--- src/rtl/pixel_block_upscaler_with_clip_assert.svh ---
// Assertion macros of the upscaler RTL, included by the top level.
`ifndef PIXEL_BLOCK_UPSCALER_WITH_CLIP_ASSERT_SVH
`define PIXEL_BLOCK_UPSCALER_WITH_CLIP_ASSERT_SVH
`ifndef NO_ASSERTIONS
// Checked outside reset.
`define PBU_ASSERT(lbl, prop) \
  lbl: assert property (@(posedge clk) disable iff (rst) prop) \
    else $error("upscaler check failed");
// Checked at every edge, reset included.
`define PBU_ASSERT_ALWAYS(lbl, prop) \
  lbl: assert property (@(posedge clk) prop) \
    else $error("upscaler check failed");
`else
`define PBU_ASSERT(lbl, prop)
`define PBU_ASSERT_ALWAYS(lbl, prop)
`endif
`endif

--- src/rtl/pbu_pkg.sv ---
// Shared constants, register codes and helpers of the upscaler.
package pbu_pkg;

  localparam int DEF_MAX_SCALE  = 4;
  localparam int DEF_COORD_BITS = 12;

  // Width of the scale register and of the clamped replication factor.
  localparam int SCALE_BITS = 3;
  localparam int SCALE_W    = 4;

  localparam int CFG_ADDR_BITS = 2;

  typedef enum logic [CFG_ADDR_BITS-1:0] {
    REG_SCALE   = 2'd0,
    REG_PANEL_W = 2'd1,
    REG_PANEL_H = 2'd2
  } cfg_reg_t;

  localparam logic [SCALE_BITS-1:0] RST_SCALE = 3'd2;
  localparam int RST_PANEL_W = 720;
  localparam int RST_PANEL_H = 1280;

  // Clamp the programmed scale: zero acts as one, anything above the max as the max.
  function automatic logic [SCALE_W-1:0] clamp_scale(input logic [SCALE_BITS-1:0] s,
                                                     input logic [SCALE_W-1:0] max_s);
    logic [SCALE_W-1:0] s_ext;
    s_ext = SCALE_W'(s);
    if (s_ext == '0) begin
      return SCALE_W'(1);
    end else if (s_ext > max_s) begin
      return max_s;
    end else begin
      return s_ext;
    end
  endfunction

endpackage

--- src/rtl/pbu_pos.sv ---
// Input register and tile position counters of the upscaler.
module pbu_pos #(
  parameter int COORD_BITS = 12
) (
  input  logic                  clk,
  input  logic                  rst,
  input  logic                  in_valid,
  output logic                  in_stall,
  input  logic [COORD_BITS-1:0] tile_x,
  input  logic [COORD_BITS-1:0] tile_y,
  input  logic [COORD_BITS-1:0] tile_w,
  input  logic [COORD_BITS-1:0] tile_h,
  input  logic [15:0]           pixel,
  input  logic                  job_take,
  output logic                  job_valid,
  output logic [COORD_BITS:0]   job_lx,
  output logic [COORD_BITS:0]   job_ly,
  output logic [15:0]           job_color
);

  logic [COORD_BITS-1:0] column_pos, column_pos_next;
  logic [COORD_BITS-1:0] row_pos, row_pos_next;
  logic [COORD_BITS-1:0] col_inc, row_inc;
  logic                  accept;
  logic                  usable;

  assign in_stall = job_valid && !job_take;
  assign accept   = in_valid && !in_stall;
  assign usable   = (tile_w != '0) && (tile_h != '0);

  // Advance column; wrap to the next row, and wrap the row after the tile's end.
  always_comb begin
    col_inc = column_pos + COORD_BITS'(1);
    row_inc = row_pos + COORD_BITS'(1);
    column_pos_next = col_inc;
    row_pos_next    = row_pos;
    if (col_inc >= tile_w) begin
      column_pos_next = '0;
      row_pos_next    = (row_inc >= tile_h) ? '0 : row_inc;
    end
  end

  always_ff @(posedge clk) begin
    if (rst) begin
      column_pos <= '0;
      row_pos    <= '0;
      job_valid  <= 1'b0;
    end else begin
      if (accept && usable) begin
        column_pos <= column_pos_next;
        row_pos    <= row_pos_next;
        job_valid  <= 1'b1;
      end else if (job_take) begin
        job_valid <= 1'b0;
      end
    end
  end

  always_ff @(posedge clk) begin
    if (accept && usable) begin
      job_lx    <= {1'b0, tile_x} + {1'b0, column_pos};
      job_ly    <= {1'b0, tile_y} + {1'b0, row_pos};
      job_color <= pixel;
    end
  end

endmodule

--- src/rtl/pbu_gen.sv ---
// Block write generator: scales, clips and walks one pixel's write block.
module pbu_gen
  import pbu_pkg::*;
#(
  parameter int COORD_BITS = 12
) (
  input  logic                  clk,
  input  logic                  rst,
  input  logic [SCALE_W-1:0]    eff_scale,
  input  logic [COORD_BITS-1:0] panel_width,
  input  logic [COORD_BITS-1:0] panel_height,
  input  logic                  job_valid,
  output logic                  job_take,
  input  logic [COORD_BITS:0]   job_lx,
  input  logic [COORD_BITS:0]   job_ly,
  input  logic [15:0]           job_color,
  output logic                  active,
  output logic                  out_valid,
  input  logic                  out_stall,
  output logic [COORD_BITS-1:0] out_x,
  output logic [COORD_BITS-1:0] out_y,
  output logic [15:0]           color,
  output logic                  last_of_run
);

  localparam int LW = COORD_BITS + 1;
  localparam int BW = LW + SCALE_W;

  logic [BW-1:0]         bx_calc, by_calc;
  logic [SCALE_W-1:0]    nx_calc, ny_calc;
  logic [COORD_BITS-1:0] bx, by;
  logic [SCALE_W-1:0]    nx, ny, cx, cy;
  logic [15:0]           pix;
  logic                  out_free, step, last_col, last_row, finish;

  assign bx_calc = BW'(job_lx) * BW'(eff_scale);
  assign by_calc = BW'(job_ly) * BW'(eff_scale);

  // Count the writes of one block row, and the block rows, that land on the panel.
  always_comb begin
    logic [BW-1:0] rem_x, rem_y;
    rem_x = BW'(panel_width) - bx_calc;
    rem_y = BW'(panel_height) - by_calc;
    if (bx_calc >= BW'(panel_width)) begin
      nx_calc = '0;
    end else begin
      nx_calc = (rem_x < BW'(eff_scale)) ? SCALE_W'(rem_x) : eff_scale;
    end
    if (by_calc >= BW'(panel_height)) begin
      ny_calc = '0;
    end else begin
      ny_calc = (rem_y < BW'(eff_scale)) ? SCALE_W'(rem_y) : eff_scale;
    end
  end

  assign out_free = !out_valid || !out_stall;
  assign step     = active && out_free;
  assign last_col = (cx == nx - SCALE_W'(1));
  assign last_row = (cy == ny - SCALE_W'(1));
  assign finish   = step && last_col && last_row;
  assign job_take = job_valid && (!active || finish);

  always_ff @(posedge clk) begin
    if (rst) begin
      active    <= 1'b0;
      out_valid <= 1'b0;
    end else begin
      if (job_take) begin
        active <= (nx_calc != '0) && (ny_calc != '0);
      end else if (finish) begin
        active <= 1'b0;
      end
      if (out_free) begin
        out_valid <= step;
      end
    end
  end

  always_ff @(posedge clk) begin
    if (job_take) begin
      bx  <= COORD_BITS'(bx_calc);
      by  <= COORD_BITS'(by_calc);
      nx  <= nx_calc;
      ny  <= ny_calc;
      cx  <= '0;
      cy  <= '0;
      pix <= job_color;
    end else if (step) begin
      if (last_col) begin
        cx <= '0;
        cy <= cy + SCALE_W'(1);
      end else begin
        cx <= cx + SCALE_W'(1);
      end
    end
    if (step) begin
      out_x       <= bx + COORD_BITS'(cx);
      out_y       <= by + COORD_BITS'(cy);
      color       <= pix;
      last_of_run <= last_col && last_row;
    end
  end

endmodule

--- src/rtl/pixel_block_upscaler_with_clip.sv ---
// First panel write: the pixel word is registered in stage 1, taken by the write generator,
//   then registered in the output register. Throughput: one panel write per cycle unless
//   out_stall holds it; a pixel keeps the generator busy for its visible writes (4 at scale 2).
// A new pixel word is taken while the previous block is still being written.
// Reset (synchronous): scale 2, panel 720 x 1280, tile position zero, pipeline empty.
module pixel_block_upscaler_with_clip
  import pbu_pkg::*;
#(
  parameter int MAX_SCALE  = DEF_MAX_SCALE,
  parameter int COORD_BITS = DEF_COORD_BITS
) (
  input  logic                     clk,
  input  logic                     rst,
  // configuration write port
  input  logic                     cfg_en,
  input  logic [CFG_ADDR_BITS-1:0] cfg_addr,
  input  logic [COORD_BITS-1:0]    cfg_data,
  // pixel word channel
  input  logic                     in_valid,
  output logic                     in_stall,
  input  logic [COORD_BITS-1:0]    tile_x,
  input  logic [COORD_BITS-1:0]    tile_y,
  input  logic [COORD_BITS-1:0]    tile_w,
  input  logic [COORD_BITS-1:0]    tile_h,
  input  logic [15:0]              pixel,
  // panel write channel
  output logic                     out_valid,
  input  logic                     out_stall,
  output logic [COORD_BITS-1:0]    out_x,
  output logic [COORD_BITS-1:0]    out_y,
  output logic [15:0]              color,
  output logic                     last_of_run
);

`include "pixel_block_upscaler_with_clip_assert.svh"

  logic [SCALE_BITS-1:0] scale;
  logic [COORD_BITS-1:0] panel_width;
  logic [COORD_BITS-1:0] panel_height;
  logic [SCALE_W-1:0]    eff_scale;

  logic                  job_valid;
  logic                  job_take;
  logic [COORD_BITS:0]   job_lx, job_ly;
  logic [15:0]           job_color;
  logic                  gen_active;

  // Configuration registers; writes to unknown indexes are dropped.
  always_ff @(posedge clk) begin
    if (rst) begin
      scale        <= RST_SCALE;
      panel_width  <= COORD_BITS'(RST_PANEL_W);
      panel_height <= COORD_BITS'(RST_PANEL_H);
    end else if (cfg_en) begin
      unique case (cfg_addr)
        REG_SCALE:   scale        <= cfg_data[SCALE_BITS-1:0];
        REG_PANEL_W: panel_width  <= cfg_data;
        REG_PANEL_H: panel_height <= cfg_data;
        default:     ;
      endcase
    end
  end

  // Effective replication factor, clamped to 1..MAX_SCALE.
  assign eff_scale = clamp_scale(scale, SCALE_W'(MAX_SCALE));

  // Stage 1: hold the pixel and its logical coordinate, advance the tile position.
  pbu_pos #(
    .COORD_BITS(COORD_BITS)
  ) u_pos (
    .clk      (clk),
    .rst      (rst),
    .in_valid (in_valid),
    .in_stall (in_stall),
    .tile_x   (tile_x),
    .tile_y   (tile_y),
    .tile_w   (tile_w),
    .tile_h   (tile_h),
    .pixel    (pixel),
    .job_take (job_take),
    .job_valid(job_valid),
    .job_lx   (job_lx),
    .job_ly   (job_ly),
    .job_color(job_color)
  );

  // Stage 2: scale, clip and walk the write block into the output register.
  pbu_gen #(
    .COORD_BITS(COORD_BITS)
  ) u_gen (
    .clk         (clk),
    .rst         (rst),
    .eff_scale   (eff_scale),
    .panel_width (panel_width),
    .panel_height(panel_height),
    .job_valid   (job_valid),
    .job_take    (job_take),
    .job_lx      (job_lx),
    .job_ly      (job_ly),
    .job_color   (job_color),
    .active      (gen_active),
    .out_valid   (out_valid),
    .out_stall   (out_stall),
    .out_x       (out_x),
    .out_y       (out_y),
    .color       (color),
    .last_of_run (last_of_run)
  );

  // Every emitted write lies on the panel.
  `PBU_ASSERT(a_on_panel, out_valid |-> (out_x < panel_width) && (out_y < panel_height))
  // The input only stalls while a pixel waits in stage 1.
  `PBU_ASSERT(a_stall_cause, in_stall |-> job_valid)
  // A pending pixel is handed over when the generator is idle.
  `PBU_ASSERT(a_take_idle, (job_valid && !gen_active) |-> job_take)
  // Nothing leaves the block right after reset.
  `PBU_ASSERT_ALWAYS(a_reset_empty, rst |=> !out_valid && !job_valid)

endmodule
--- config.mk ---
export PLATFORM = sky130hd
export DESIGN_NAME = pixel_block_upscaler_with_clip
export DESIGN_NICKNAME = d
export VERILOG_FILES = /design/src/rtl/pbu_pkg.sv /design/src/rtl/pbu_pos.sv /design/src/rtl/pbu_gen.sv /design/src/rtl/pixel_block_upscaler_with_clip.sv
export VERILOG_INCLUDE_DIRS = /design/src /design/src/rtl
export SDC_FILE = /design/constraint.sdc
export NUM_CORES = 1
export LEC_CHECK = 0
export ABC_CLOCK_PERIOD_IN_PS = 7910
export BUFFER_PORTS_ARGS = -buffer_cell sky130_fd_sc_hd__buf_2
export CORE_MARGIN = 2
export CORE_UTILIZATION = 61
export CTS_CLUSTER_DIAMETER = 60
export CTS_CLUSTER_SIZE = 8
export DETAILED_ROUTE_END_ITERATION = 12
export PLACE_DENSITY = 0.82
export SETUP_SLACK_MARGIN = 0.15
export SLEW_MARGIN = 15
export SYNTH_ARGS = -nofsm -noshare
export SYNTH_HDL_FRONTEND = slang
export SYNTH_SLANG_ARGS = --single-unit
export TNS_END_PERCENT = 20
--- constraint.sdc ---
create_clock -name clk -period 7.91 [get_ports clk]
set_clock_uncertainty 0.05 [all_clocks]
set_input_delay 1.582 -clock clk [delete_from_list [all_inputs] [get_ports clk]]
set_output_delay 1.582 -clock clk [all_outputs]
set_load 0.01 [all_outputs]
==> tab_implementation.tex, run 1 <==
\begin{tabular}{lr}
\hline
Metric & Value \\
\hline
\multicolumn{2}{l}{\textbf{Drt}} \\
Post-DR vias/cell & 5.85 \\
1st-pass router iterations & 5 \\
Count of vias placed by the detailed router & 10100 \\
Detailed-route DRC error count & 0 \\
Drt initial violations & 622 \\
WL/cell & 16.3 um \\
Final wirelength & 28.3 mm \\
Antenna-violating nets left & 0 \\
\multicolumn{2}{l}{\textbf{Timing}} \\
Final-report setup violation count & 0 \\
Final worst path period need & 6760 ps \\
Pins Over Slew Limit & 0 \\
Period utilization & 85.4\% \\
Worst slew margin & 32.0\% \\
RSZ-0062 raised after global routing & no \\
Worst hold slack & 371 ps \\
Final hold viol count & 0 \\
Final setup TNS & 0 ps \\
Achievable frequency & 148 MHz \\
Measured slew at the worst slew-check pin & 1020 ps \\
\multicolumn{2}{l}{\textbf{GRT}} \\
Antenna violations before repair & 0 \\
Total global-route track usage & 26.1\% \\
GR Overflow Total & 0 \\
Via count of the first global-routing pass & 9634 \\
Maximum number of pins on one net before global-route repair & 68 \\
Global-route wire length before repair & 46.4 mm \\
\multicolumn{2}{l}{\textbf{Clock network}} \\
Setup fix buffers added after clock tree synthesis & 0 \\
H-Tree Level Count & 4 \\
Sink count of the clock tree & 193 \\
Worst-skew pair later-pin latency & 440 ps \\
CTS buffer count & 17 \\
Clock slew at the register clock pins of the worst setup and hold paths & 80 ps \\
Number of cells upsized or downsized after cts & 0 \\
Root buffer selected by CTS & clkbuf\_16 \\
Longest Clk Path Bufs & 2 \\
CTS tree & built \\
CTS Hold Buffers Added & 0 \\
\multicolumn{2}{l}{\textbf{Die}} \\
DIE WIDTH & 149 um \\
Initial standard-cell utilization of the core & 61.6\% \\
Number of primary I/O pins & 126 \\
Placeable Area & 0.0208 mm2 \\
Vertical die dimension & 149 um \\
Std cell rows & 53 \\
DIE AREA & 0.0222 mm2 \\
\multicolumn{2}{l}{\textbf{Setup path}} \\
Register-to-register path setup slack & 1150 ps \\
Required arrival time at the worst endpoint & 8060 ps \\
Cell chain of the critical path & nor2\_1, buf\_4, nand2\_1, fa\_1, inv\_1, ha\_1, fa\_1, a21o\_1, a21oi\_1, xnor2\_1, inv\_1, ha\_1, or4\_1, o21ai\_0, a31oi\_1, o21ai\_0, o22ai\_1, a2111oi\_0, nand3\_1, or4b\_1, mux2i\_1, and2\_1 \\
Crit. End Element & flip-flop \\
Critical Path Max Stage Delay & 700 ps \\
Arrival time of data at the critical path endpoint & 6910 ps \\
Crit Reg-Reg Endpoint & u\_gen.ny[0] \\
Largest driver fanout on the critical path & 31 \\
Startpoint type of the worst setup path & flip-flop \\
Worst flop-to-flop path startpoint & scale[2] \\
Crit. path cell count & 22 \\
Critical path's slowest cell & nor2\_1 \\
Worst reg2reg path depth & 22 \\
Type of the worst setup path & reg -> reg \\
Family with the most delay on the worst path & simple AND/OR/NAND/NOR gates \\
Buffering stage count on the worst path with inverters included & 3 \\
\multicolumn{2}{l}{\textbf{Power}} \\
Comb power frac & 22.5\% \\
Net Sw Frac & 31.1\% \\
Switching power summed over all nets & 831 uW \\
P\_int & 1.84 mW \\
Pwr Total & 2.67 mW \\
Proportion of power drawn by the clock network & 34.1\% \\
Cell Pwr Density & 186 mW/mm2 \\
Register share of total power & 43.4\% \\
VDD IR-drop max & 0.139 mV \\
Reported leakage power & 6.34 nW \\
\multicolumn{2}{l}{\textbf{Finish}} \\
Post-layout instance count excluding filler cells & 1731 \\
Final cell utilization of the core & 68.8\% \\
Fill count & 1590 \\
Layout cells sized above 1 & 12.8\% \\
Relative area change from synthesis to final layout & 11.7\% \\
Register area & 0.00517 mm2 \\
Footprint of the multi-input gates & 0.00697 mm2 \\
Number of nets in the layout & 1670 \\
Ant diodes & 0 \\
\multicolumn{2}{l}{\textbf{Yosys}} \\
Most frequent cells after synthesis & nand2\_1, inv\_1, edfxtp\_1 \\
Sequential area share after synthesis & 40.3\% \\
Area contributors post-synth & edfxtp\_1, ha\_1, dfxtp\_1 \\
Number of instances in the synthesized netlist & 1328 \\
Fraction of synthesis flops using an asynchronous set or reset pin & 0\% \\
Syn avg cell area & 9.66 um2 \\
Number of warning messages in the yosys log & 0 \\
Cell taking the most area after synthesis & edfxtp\_1 \\
Number of distinct standard cells referenced by the synthesized netlist & 90 \\
Cell with the most instances after synthesis & nand2\_1 \\
Count of flip-flops with a built-in enable after synthesis & 131 \\
Area share of the largest cell type after synthesis & 30.7\% \\
Most used flip-flop cell after synthesis & edfxtp\_1 \\
Flop and latch count out of synthesis & 193 \\
Total standard cell area after synthesis & 0.0128 mm2 \\
\multicolumn{2}{l}{\textbf{Status}} \\
Run status & finished clean \\
\multicolumn{2}{l}{\textbf{Hold path}} \\
Hold-critical path depth & 0 \\
Start point of the worst hold path & u\_gen.pix[10] \\
WHS Endpoint & u\_gen.color[10] \\
Path class of the lowest-slack min-delay path & reg -> reg \\
\multicolumn{2}{l}{\textbf{Place}} \\
HPWL reported at the end of detailed placement & 21.4 mm \\
I/O Buffers & 125 \\
RePlAce Congestion & 0.895 \\
Total instance count after detailed placement & 1699 \\
\multicolumn{2}{l}{\textbf{Run}} \\
Max-capacitance violation count & 0 \\
\hline
\end{tabular}
-- metrics by stage --
| step | setup WS [ps] | cell area (um2) |
|---|---|---|
| 2_1_floorplan | 2420 | 12800 |
| 3_3_place_gp | 1500 | 13700 |
| 3_5_place_dp | 1340 | 13700 |
| 4_1_cts | 1280 | 14300 |
| 5_1_grt | 643 | 14300 |
| 6_report | 1150 | 14300 |
-- worst reg2reg max path, cell delays in order (launching register included) --
cell	delay [ps]
dfxtp_1	650
nor2_1	700
buf_4	300
nand2_1	100
fa_1	500
inv_1	50
ha_1	230
fa_1	410
a21o_1	210
a21oi_1	210
xnor2_1	190
inv_1	90
ha_1	230
or4_1	520
o21ai_0	110
a31oi_1	160
o21ai_0	200
o22ai_1	120
a2111oi_0	390
nand3_1	130
or4b_1	650
mux2i_1	170
and2_1	160
-- kinds of logic (layout without fill, tap and decap cells) --
family                   after synthesis  count (layout)  share of synthesized area (%)
other                                  1               2                         0.0292
buffers and inverters                181             308                           5.45
adder cells (fa/ha/maj)              147             147                           16.0
AO/OA/AOI/OAI                        266             266                           14.2
XOR/XNOR                              97              97                           6.62
AND/OR/NAND/NOR                      435             435                           16.7
flip-flops                           193             193                           40.3
multiplexers                           8               8                          0.634
-- routing by layer --
| layer | track usage [%] | vias to the layer above | wire length, um |
|---|---|---|---|
| met5 | 0 | - | 0 |
| met4 | 8.62 | 0 | 587 |
| met3 | 3.39 | 47 | 1480 |
| met2 | 44.7 | 333 | 14100 |
| met1 | 34.4 | 4804 | 12100 |
| li1 | - | 4938 | - |
-- worst max path at each step --
stage,startpoint,end,slack (ps)
4_1_cts,scale[2],u_gen.ny[0],1280
5_1_grt,scale[2],u_gen.ny[1],640
6_report,scale[2],u_gen.ny[0],1150
3_5_place_dp,scale[2],u_gen.ny[1],1340
3_3_place_gp,scale[2],u_gen.ny[1],1500
2_1_floorplan,scale[2],u_gen.ny[1],2420
-- flip-flops by register name, indices dropped and copies added, names as in the netlist, 13 cells and up --
| signal | flops |
|---|---|
| u_pos.job_color | 16 |
| u_gen.color | 16 |
| u_pos.job_ly | 13 |
| u_gen.pix | 16 |
| u_pos.job_lx | 13 |
-- cell usage in the layout (no fill, tap or decap), types with 8 or more instances in the layout --
cell type / synthesis / layout
a211oi_1: 12 / 12
a21o_1: 22 / 22
a21oi_1: 73 / 73
a31oi_1: 9 / 9
and2_1: 21 / 21
and3_1: 18 / 18
buf_2: 2 / 125
clkbuf_16: 0 / 17
dfxtp_1: 62 / 62
edfxtp_1: 131 / 131
fa_1: 30 / 30
ha_1: 114 / 114
inv_1: 143 / 142
nand2_1: 158 / 158
nand2b_1: 17 / 17
nand3_1: 35 / 35
nand3b_1: 10 / 10
nand4_1: 12 / 12
nor2_1: 66 / 66
nor2b_1: 15 / 14
nor3_1: 28 / 28
nor4_1: 11 / 11
o211ai_1: 8 / 8
o21a_1: 12 / 12
o21ai_0: 45 / 45
o32ai_1: 11 / 11
or3_1: 16 / 16
xnor2_1: 58 / 58
xor2_1: 39 / 39
-- power groups by stage --
stage	clock [mW]	combinational, mW	sequential (mW)
after floorplan	0	0.446	1.17
after global placement	0	0.572	1.18
after detailed placement	0	0.588	1.18
after CTS	0.916	0.595	1.16
after global routing	0.956	0.672	1.16
final	0.910	0.602	1.16
-- cell type report --
cell class | count | share of cell area (%)
clock buffer | 17 | 2.97
clock inverter | 15 | 1.41
inverter | 145 | 3.80
multi-input combinational | 955 | 48.6
sequential | 193 | 36.1
tap | 275 | 2.40
timing repair buffer | 131 | 4.68
(Power assumes the default switching activity.)
==> run 2: changes to the inputs <==
--- a/config.mk
+++ b/config.mk
@@ -6,14 +6,14 @@
 export SDC_FILE = /design/constraint.sdc
 export NUM_CORES = 1
 export LEC_CHECK = 0
-export ABC_CLOCK_PERIOD_IN_PS = 7910
+export ABC_CLOCK_PERIOD_IN_PS = 8600
 export BUFFER_PORTS_ARGS = -buffer_cell sky130_fd_sc_hd__buf_2
 export CORE_MARGIN = 2
-export CORE_UTILIZATION = 61
+export CORE_UTILIZATION = 65
 export CTS_CLUSTER_DIAMETER = 60
 export CTS_CLUSTER_SIZE = 8
 export DETAILED_ROUTE_END_ITERATION = 12
-export PLACE_DENSITY = 0.82
+export PLACE_DENSITY = 0.87
 export SETUP_SLACK_MARGIN = 0.15
 export SLEW_MARGIN = 15
 export SYNTH_ARGS = -nofsm -noshare
==> constraint.sdc (replaced) <==
create_clock -name clk -period 8.6 [get_ports clk]
set_clock_uncertainty 0.05 [all_clocks]
set_input_delay 1.72 -clock clk [delete_from_list [all_inputs] [get_ports clk]]
set_output_delay 1.72 -clock clk [all_outputs]
set_load 0.01 [all_outputs]
==> run 2 against run 1 <==
Against the previous run:
- register-to-register slack improved by 540 ps
- design area about the same
- flip-flop and latch count unchanged
- critical path depth decreased by 1
- first-iteration DRC count increased by 5.5%
- sequential share of layout area about the same
- power decreased by 8.4%
- non-clock buffer count unchanged
- clock power decreased by 9.5%
- worst hold slack got worse by 4.6 ps
- setup slack improved by 540 ps
- via count increased by 1.1%
- largest power group unchanged
==> tab_implementation.tex, run 2 (synthesis results as in run 1) <==
\begin{tabular}{lr}
\hline
Metric & Value \\
\hline
\multicolumn{2}{l}{\textbf{Clock network}} \\
CTS Hold Buffers Added & 0 (unchanged) \\
Setup fix buffers added after clock tree synthesis & 0 (unchanged) \\
CTS buffer count & 17 (unchanged) \\
Clock slew at the register clock pins of the worst setup and hold paths & 90 ps (about the same) \\
H-Tree Level Count & 4 (unchanged) \\
CTS tree & built \\
Number of cells upsized or downsized after cts & 0 (unchanged) \\
Worst-skew pair later-pin latency & 450 ps (about the same) \\
Sink count of the clock tree & 193 (unchanged) \\
Longest Clk Path Bufs & 2 (unchanged) \\
Root buffer selected by CTS & clkbuf\_16 \\
\multicolumn{2}{l}{\textbf{Drt}} \\
Drt initial violations & 656 (+5.5\%) \\
Highest metal layer with signal wires & met5 \\
Wire length the detailed router placed on met1 & 11.9 mm (-1.8\%) \\
Count of vias placed by the detailed router & 10200 (+1.1\%) \\
1st-pass router iterations & 5 (unchanged) \\
Post-DR vias/cell & 5.95 (+1.7\%) \\
Detailed-route DRC error count & 0 (unchanged) \\
WL/cell & 16.6 um (+1.6\%) \\
DR WL met2 & 14.1 mm (+0.39\%) \\
Final wirelength & 28.6 mm (+0.98\%) \\
Antenna-violating nets left & 0 (unchanged) \\
WL met3 & 1.50 mm (+1.0\%) \\
\multicolumn{2}{l}{\textbf{Place}} \\
DP Area & 0.0137 mm2 (about the same) \\
RePlAce Congestion & 0.939 (+4.9\%) \\
I/O Buffers & 125 (unchanged) \\
Pre-CTS setup slack & 1930 ps (+594 ps) \\
HPWL reported at the end of detailed placement & 21.4 mm (-0.41\%) \\
\multicolumn{2}{l}{\textbf{Timing}} \\
Crit path setup slack, layout & 1690 ps (+538 ps) \\
Achievable frequency & 145 MHz (-2.2\%) \\
Final-report setup violation count & 0 (unchanged) \\
Period utilization & 80.4\% (-5.1 points) \\
Worst slew margin & 24.2\% (-7.8 points) \\
Final worst path period need & 6910 ps (+152 ps) \\
Final hold viol count & 0 (unchanged) \\
Measured slew at the worst slew-check pin & 1140 ps (+118 ps) \\
Pins Over Slew Limit & 0 (unchanged) \\
RSZ-0062 raised after global routing & no \\
Final setup TNS & 0 ps (unchanged) \\
\multicolumn{2}{l}{\textbf{Die}} \\
Initial standard-cell utilization of the core & 66.1\% (+4.5 points) \\
Placeable Area & 0.0194 mm2 (-6.8\%) \\
Std cell rows & 51 (-3.8\%) \\
Number of primary I/O pins & 126 (unchanged) \\
DIE AREA & 0.0209 mm2 (-6.0\%) \\
Vertical die dimension & 145 um (-3.0\%) \\
DIE WIDTH & 145 um (-3.0\%) \\
\multicolumn{2}{l}{\textbf{Power}} \\
P\_int & 1.67 mW (-9.3\%) \\
Cell Pwr Density & 171 mW/mm2 (-8.3\%) \\
VDD IR-drop max & 0.120 mV (-14\%) \\
Pwr Total & 2.45 mW (-8.4\%) \\
Net Sw Frac & 31.8\% (+0.72 points) \\
Switching power summed over all nets & 780 uW (-6.2\%) \\
Reported leakage power & 6.33 nW (-0.14\%) \\
Proportion of power drawn by the clock network & 33.6\% (-0.5 points) \\
Register share of total power & 43.6\% (+0.2 points) \\
Comb power frac & 22.8\% (+0.3 points) \\
\multicolumn{2}{l}{\textbf{Setup path}} \\
Buffering stage count on the worst path with inverters included & 2 (-1) \\
Cell chain of the critical path & a21oi\_2, nand2\_1, fa\_1, inv\_1, ha\_1, fa\_1, a21o\_1, a21oi\_1, xnor2\_1, inv\_1, ha\_1, or4\_1, o21ai\_0, a31oi\_1, o21ai\_0, o22ai\_1, a2111oi\_0, nand3\_1, or4b\_1, mux2i\_1, and2\_1 \\
Arrival time of data at the critical path endpoint & 7070 ps (+160 ps) \\
Critical Path Max Stage Delay & 1000 ps (+300 ps) \\
Worst flop-to-flop path startpoint & scale[2] \\
Crit. End Element & flip-flop \\
Startpoint type of the worst setup path & flip-flop \\
Critical path's slowest cell & a21oi\_2 \\
Type of the worst setup path & reg -> reg \\
Crit Reg-Reg Endpoint & u\_gen.ny[1] \\
Largest driver fanout on the critical path & 31 (unchanged) \\
Register-to-register path setup slack & 1690 ps (+540 ps) \\
Family with the most delay on the worst path & compound AO/OA/AOI/OAI gates \\
Worst reg2reg path depth & 21 (-4.5\%) \\
Required arrival time at the worst endpoint & 8760 ps (+700 ps) \\
\multicolumn{2}{l}{\textbf{Hold path}} \\
Hold-critical path depth & 0 (unchanged) \\
Start point of the worst hold path & u\_pos.job\_color[10] \\
WHS Endpoint & u\_gen.pix[10] \\
Path class of the lowest-slack min-delay path & reg -> reg \\
\multicolumn{2}{l}{\textbf{Finish}} \\
Final cell utilization of the core & 73.8\% (+5.0 points) \\
Relative area change from synthesis to final layout & 11.6\% (about the same) \\
Top flop regs & u\_gen.color: 16 flops, u\_gen.pix: 16 flops, u\_pos.job\_color: 16 flops \\
Number of nets in the layout & 1670 (unchanged) \\
Register area & 0.00517 mm2 (unchanged) \\
Fill count & 1380 (-13\%) \\
Ant diodes & 0 (unchanged) \\
Total non-filler cell area in the finished layout & 0.0143 mm2 (about the same) \\
Layout cells sized above 1 & 12.8\% (-0.069 points) \\
Footprint of the multi-input gates & 0.00697 mm2 (unchanged) \\
Most frequent standard cell in the layout excluding fill and tap cells & nand2\_1 \\
Most frequent cells in the layout & nand2\_1, inv\_1, edfxtp\_1 \\
\multicolumn{2}{l}{\textbf{Status}} \\
Run status & finished clean \\
\multicolumn{2}{l}{\textbf{GRT}} \\
Antenna violations before repair & 0 (unchanged) \\
Total global-route track usage & 27.9\% (+1.8 points) \\
Maximum number of pins on one net before global-route repair & 68 (unchanged) \\
GR Overflow Total & 0 (unchanged) \\
Global-route wire length before repair & 45.7 mm (-1.4\%) \\
Via count of the first global-routing pass & 9738 (+1.1\%) \\
\multicolumn{2}{l}{\textbf{Run}} \\
Max-capacitance violation count & 0 (unchanged) \\
\hline
\end{tabular}
-- run 2: cell count changes in the layout (fill, tap and decap cells not counted), sizes merged --
cell and change:
inv -2, clkinv +3, bufinv -1
-- run 2: worst max-delay path by stage --
| stage | startpoint | endpoint | slack, ps | cells after the start |
|---|---|---|---|---|
| floorplan | scale[2] | u_gen.ny[1] | 3110 | 20 |
| global placement | scale[2] | u_gen.ny[1] | 2180 | 21 |
| detailed placement | scale[2] | u_gen.ny[1] | 1930 | 21 |
| CTS | scale[2] | u_gen.ny[1] | 1890 | 21 |
| global route | scale[2] | u_gen.ny[0] | 1380 | 21 |
| finish | scale[2] | u_gen.ny[1] | 1690 | 21 |
-- run 2: routing by layer --
metal | GRT usage [%] | up-vias
met3 | 3.84 | 78
met4 | 11.4 | 2
met5 | 1.25 | -
met1 | 34.6 | 4847
li1 | - | 4934
met2 | 48.8 | 374
-- run 2: area by class of cell --
cell class	instances	area share [%]
Clock buffer	17	2.97
Sequential cell	193	36.1
Timing Repair Buffer	131	4.68
Inverter	145	3.80
Tap cell	265	2.32
Multi-Input combinational cell	955	48.7
Clock inverter	15	1.42
-- run 2: power groups by stage --
| stage | logic, mW | registers, mW | clock network (mW) |
|---|---|---|---|
| floorplan | 0.410 | 1.08 | 0 |
| global placement | 0.521 | 1.08 | 0 |
| detailed placement | 0.540 | 1.09 | 0 |
| CTS | 0.548 | 1.07 | 0.828 |
| global route | 0.618 | 1.07 | 0.860 |
| finish | 0.558 | 1.07 | 0.824 |
-- run 2: stage by stage --
step,std cells,hold slack (ps)
floorplan,1329,350
global placement,1689,350
detailed placement,1689,355
CTS,1721,369
global route,1721,380
finish,1721,367
==> run 3: changes to the inputs <==
--- a/config.mk
+++ b/config.mk
@@ -6,14 +6,14 @@
 export SDC_FILE = /design/constraint.sdc
 export NUM_CORES = 1
 export LEC_CHECK = 0
-export ABC_CLOCK_PERIOD_IN_PS = 8600
+export ABC_CLOCK_PERIOD_IN_PS = 7300
 export BUFFER_PORTS_ARGS = -buffer_cell sky130_fd_sc_hd__buf_2
 export CORE_MARGIN = 2
-export CORE_UTILIZATION = 65
+export CORE_UTILIZATION = 61
 export CTS_CLUSTER_DIAMETER = 60
 export CTS_CLUSTER_SIZE = 8
 export DETAILED_ROUTE_END_ITERATION = 12
-export PLACE_DENSITY = 0.87
+export PLACE_DENSITY = 0.82
 export SETUP_SLACK_MARGIN = 0.15
 export SLEW_MARGIN = 15
 export SYNTH_ARGS = -nofsm -noshare
==> constraint.sdc (replaced) <==
create_clock -name clk -period 7.3 [get_ports clk]
set_clock_uncertainty 0.05 [all_clocks]
set_input_delay 1.46 -clock clk [delete_from_list [all_inputs] [get_ports clk]]
set_output_delay 1.46 -clock clk [all_outputs]
set_load 0.01 [all_outputs]
==> run 3 against run 2 <==
Against the previous run:
- die area is 6.4% higher
- worst hold slack better by 2.0 ps
- fmax is 6.9% higher
- core utilization is 5.0 points lower
- setup slack worse by 850 ps
- largest cell class unchanged
- clock power is 16% higher
- count of clock-buffer cells in the layout stayed put
- sequential power is 18% higher
- register-to-register slack worse by 850 ps
- global-route usage is 1.4 points lower
==> tab_implementation.tex, run 3 (synthesis results as in run 1) <==
\begin{tabular}{lr}
\hline
Metric & Value \\
\hline
\multicolumn{2}{l}{\textbf{Setup path}} \\
Largest driver fanout on the critical path & 31 (unchanged) \\
Buffering stage count on the worst path with inverters included & 2 (unchanged) \\
Critical path launch point & scale[2] \\
Crit. path cell count & 20 (-4.8\%) \\
Dominant cell type by count on the critical path & ha\_1 \\
Type of the worst setup path & reg -> reg \\
Critical Path Max Stage Delay & 1050 ps (+50 ps) \\
Critical path's slowest cell & dfxtp\_1 \\
Cell chain of the critical path & inv\_1, and3\_1, ha\_1, ha\_1, fa\_1, a21o\_1, a21oi\_1, xnor2\_1, inv\_1, ha\_1, o21a\_1, o21ai\_0, a31oi\_1, o21ai\_0, o2bb2ai\_1, a221oi\_1, nand3\_1, or4b\_1, mux2i\_1, and2\_1 \\
Arrival time of data at the critical path endpoint & 6620 ps (-450 ps) \\
Family with the most delay on the worst path & compound AO/OA/AOI/OAI gates \\
Worst reg2reg path depth & 20 (-4.8\%) \\
Worst flop-to-flop path startpoint & scale[2] \\
Crit. End Element & flip-flop \\
Required arrival time at the worst endpoint & 7450 ps (-1310 ps) \\
Startpoint type of the worst setup path & flip-flop \\
\multicolumn{2}{l}{\textbf{GRT}} \\
Global Route met3 Usage & 3.43\% (-0.42 points) \\
Met2 usage & 46.0\% (-2.8 points) \\
Antenna violations before repair & 0 (unchanged) \\
Total global-route track usage & 26.5\% (-1.4 points) \\
GR Overflow Total & 0 (unchanged) \\
Global-route wire length before repair & 47.1 mm (+3.0\%) \\
Maximum number of pins on one net before global-route repair & 68 (unchanged) \\
Met1 Usage GRT & 34.8\% (+0.20 points) \\
Busiest layer in global routing & met2 \\
Via count of the first global-routing pass & 9790 (+0.53\%) \\
\multicolumn{2}{l}{\textbf{Finish}} \\
Most frequent cells in the layout & nand2\_1, inv\_1, edfxtp\_1 \\
Top flop regs & u\_gen.color: 16 flops, u\_gen.pix: 16 flops, u\_pos.job\_color: 16 flops \\
Most frequent standard cell in the layout excluding fill and tap cells & nand2\_1 \\
Ant diodes & 0 (unchanged) \\
Number of nets in the layout & 1671 (+0.060\%) \\
Layout cells sized above 1 & 12.9\% (+0.13 points) \\
Relative area change from synthesis to final layout & 11.6\% (about the same) \\
Final cell utilization of the core & 68.8\% (-5.0 points) \\
\multicolumn{2}{l}{\textbf{Clock network}} \\
Worst-skew pair later-pin latency & 450 ps (about the same) \\
CTS buffer count & 17 (unchanged) \\
Number of cells upsized or downsized after cts & 0 (unchanged) \\
Sink count of the clock tree & 193 (unchanged) \\
Clock slew at the register clock pins of the worst setup and hold paths & 80 ps (about the same) \\
CTS Hold Buffers Added & 0 (unchanged) \\
Longest Clk Path Bufs & 2 (unchanged) \\
Setup fix buffers added after clock tree synthesis & 0 (unchanged) \\
Root buffer selected by CTS & clkbuf\_16 \\
H-Tree Level Count & 4 (unchanged) \\
CTS tree & built \\
\multicolumn{2}{l}{\textbf{Timing}} \\
RSZ-0062 raised after global routing & no \\
Achievable frequency & 155 MHz (+6.9\%) \\
Measured slew at the worst slew-check pin & 1100 ps (-42.0 ps) \\
Final worst path period need & 6470 ps (-446 ps) \\
Final setup TNS & 0 ps (unchanged) \\
Final hold viol count & 0 (unchanged) \\
Pins Over Slew Limit & 0 (unchanged) \\
Worst slew margin & 26.9\% (+2.7 points) \\
Final-report setup violation count & 0 (unchanged) \\
Period utilization & 88.6\% (+8.2 points) \\
\multicolumn{2}{l}{\textbf{Run}} \\
Max-capacitance violation count & 0 (unchanged) \\
\multicolumn{2}{l}{\textbf{Drt}} \\
Post-DR vias/cell & 5.87 (-1.3\%) \\
Drt initial violations & 615 (-6.3\%) \\
Antenna-violating nets left & 0 (unchanged) \\
WL/cell & 16.6 um (about the same) \\
Final wirelength & 28.7 mm (+0.62\%) \\
1st-pass router iterations & 5 (unchanged) \\
Count of vias placed by the detailed router & 10200 (-0.69\%) \\
Detailed-route DRC error count & 0 (unchanged) \\
\multicolumn{2}{l}{\textbf{Die}} \\
DIE AREA & 0.0222 mm2 (+6.4\%) \\
Vertical die dimension & 149 um (+3.1\%) \\
Number of primary I/O pins & 126 (unchanged) \\
DIE WIDTH & 149 um (+3.1\%) \\
Initial standard-cell utilization of the core & 61.6\% (-4.5 points) \\
Std cell rows & 53 (+3.9\%) \\
Placeable Area & 0.0208 mm2 (+7.3\%) \\
\multicolumn{2}{l}{\textbf{Power}} \\
Switching power summed over all nets & 903 uW (+16\%) \\
P\_int & 1.96 mW (+18\%) \\
VDD IR-drop max & 0.171 mV (+43\%) \\
Cell Pwr Density & 200 mW/mm2 (+17\%) \\
Register share of total power & 43.8\% (+0.2 points) \\
Reported leakage power & 6.33 nW (about the same) \\
Net Sw Frac & 31.5\% (-0.31 points) \\
Proportion of power drawn by the clock network & 33.3\% (-0.3 points) \\
Comb power frac & 22.9\% (about the same) \\
\multicolumn{2}{l}{\textbf{Status}} \\
Run status & finished clean \\
\multicolumn{2}{l}{\textbf{Hold path}} \\
Start point of the worst hold path & u\_pos.job\_color[13] \\
Hold-critical path depth & 0 (unchanged) \\
Path class of the lowest-slack min-delay path & reg -> reg \\
\multicolumn{2}{l}{\textbf{Place}} \\
RePlAce Congestion & 0.912 (-2.8\%) \\
I/O Buffers & 125 (unchanged) \\
HPWL reported at the end of detailed placement & 21.8 mm (+1.9\%) \\
\hline
\end{tabular}
## run 3: worst register-to-register path, stage by stage, from the launching register on
cell and delay, ps:
dfxtp_1 1050, inv_1 480, and3_1 290, ha_1 180
ha_1 220, fa_1 420, a21o_1 220, a21oi_1 190
xnor2_1 170, inv_1 80, ha_1 370, o21a_1 170
o21ai_0 80, a31oi_1 520, o21ai_0 250, o2bb2ai_1 180
a221oi_1 210, nand3_1 120, or4b_1 640, mux2i_1 170
and2_1 160
## run 3: power by group through the flow
| stage | Combinational (mW) | Sequential [mW] | Clock [mW] |
|---|---|---|---|
| after floorplan | 0.483 | 1.27 | 0 |
| after global placement | 0.623 | 1.28 | 0 |
| after detailed placement | 0.640 | 1.28 | 0 |
| after CTS | 0.649 | 1.26 | 0.962 |
| after global routing | 0.736 | 1.26 | 1.00 |
| final | 0.656 | 1.26 | 0.953 |
## run 3: final cells by class
class | count | area (um2)
multi-input combinational | 955 | 6980
fill | 1609 | 6500
sequential | 193 | 5170
timing repair buffer | 132 | 678
inverter | 145 | 544
clock buffer | 17 | 425
tap | 275 | 344
clock inverter | 15 | 180
## run 3: worst paths after layout
| kind | slack (ps) | end |
|---|---|---|
| max | 830 | u_gen.ny[1] |
| min | 370 | u_gen.pix[13] |
| max reg2reg | 830 | u_gen.ny[1] |
| min reg2reg | 370 | u_gen.pix[13] |
## run 3: metal layers
metal | routed length, um | part of all wire [%]
met1 | 12200 | 42
met2 | 14400 | 50
met3 | 1710 | 5.9
met4 | 470 | 1.6
met5 | 0 | 0
## run 3: stage by stage
step | power (mW) | std cells | hold WS [ps] | instance area [um2] | worst slack (ps)
after floorplan | 1.75 | 1329 | 350 | 12800 | 1810
after global placement | 1.90 | 1700 | 351 | 13700 | 1030
after detailed placement | 1.92 | 1700 | 355 | 13700 | 718
after CTS | 2.87 | 1732 | 371 | 14300 | 696
after global routing | 3.00 | 1732 | 378 | 14300 | 281
final | 2.86 | 1732 | 369 | 14300 | 834
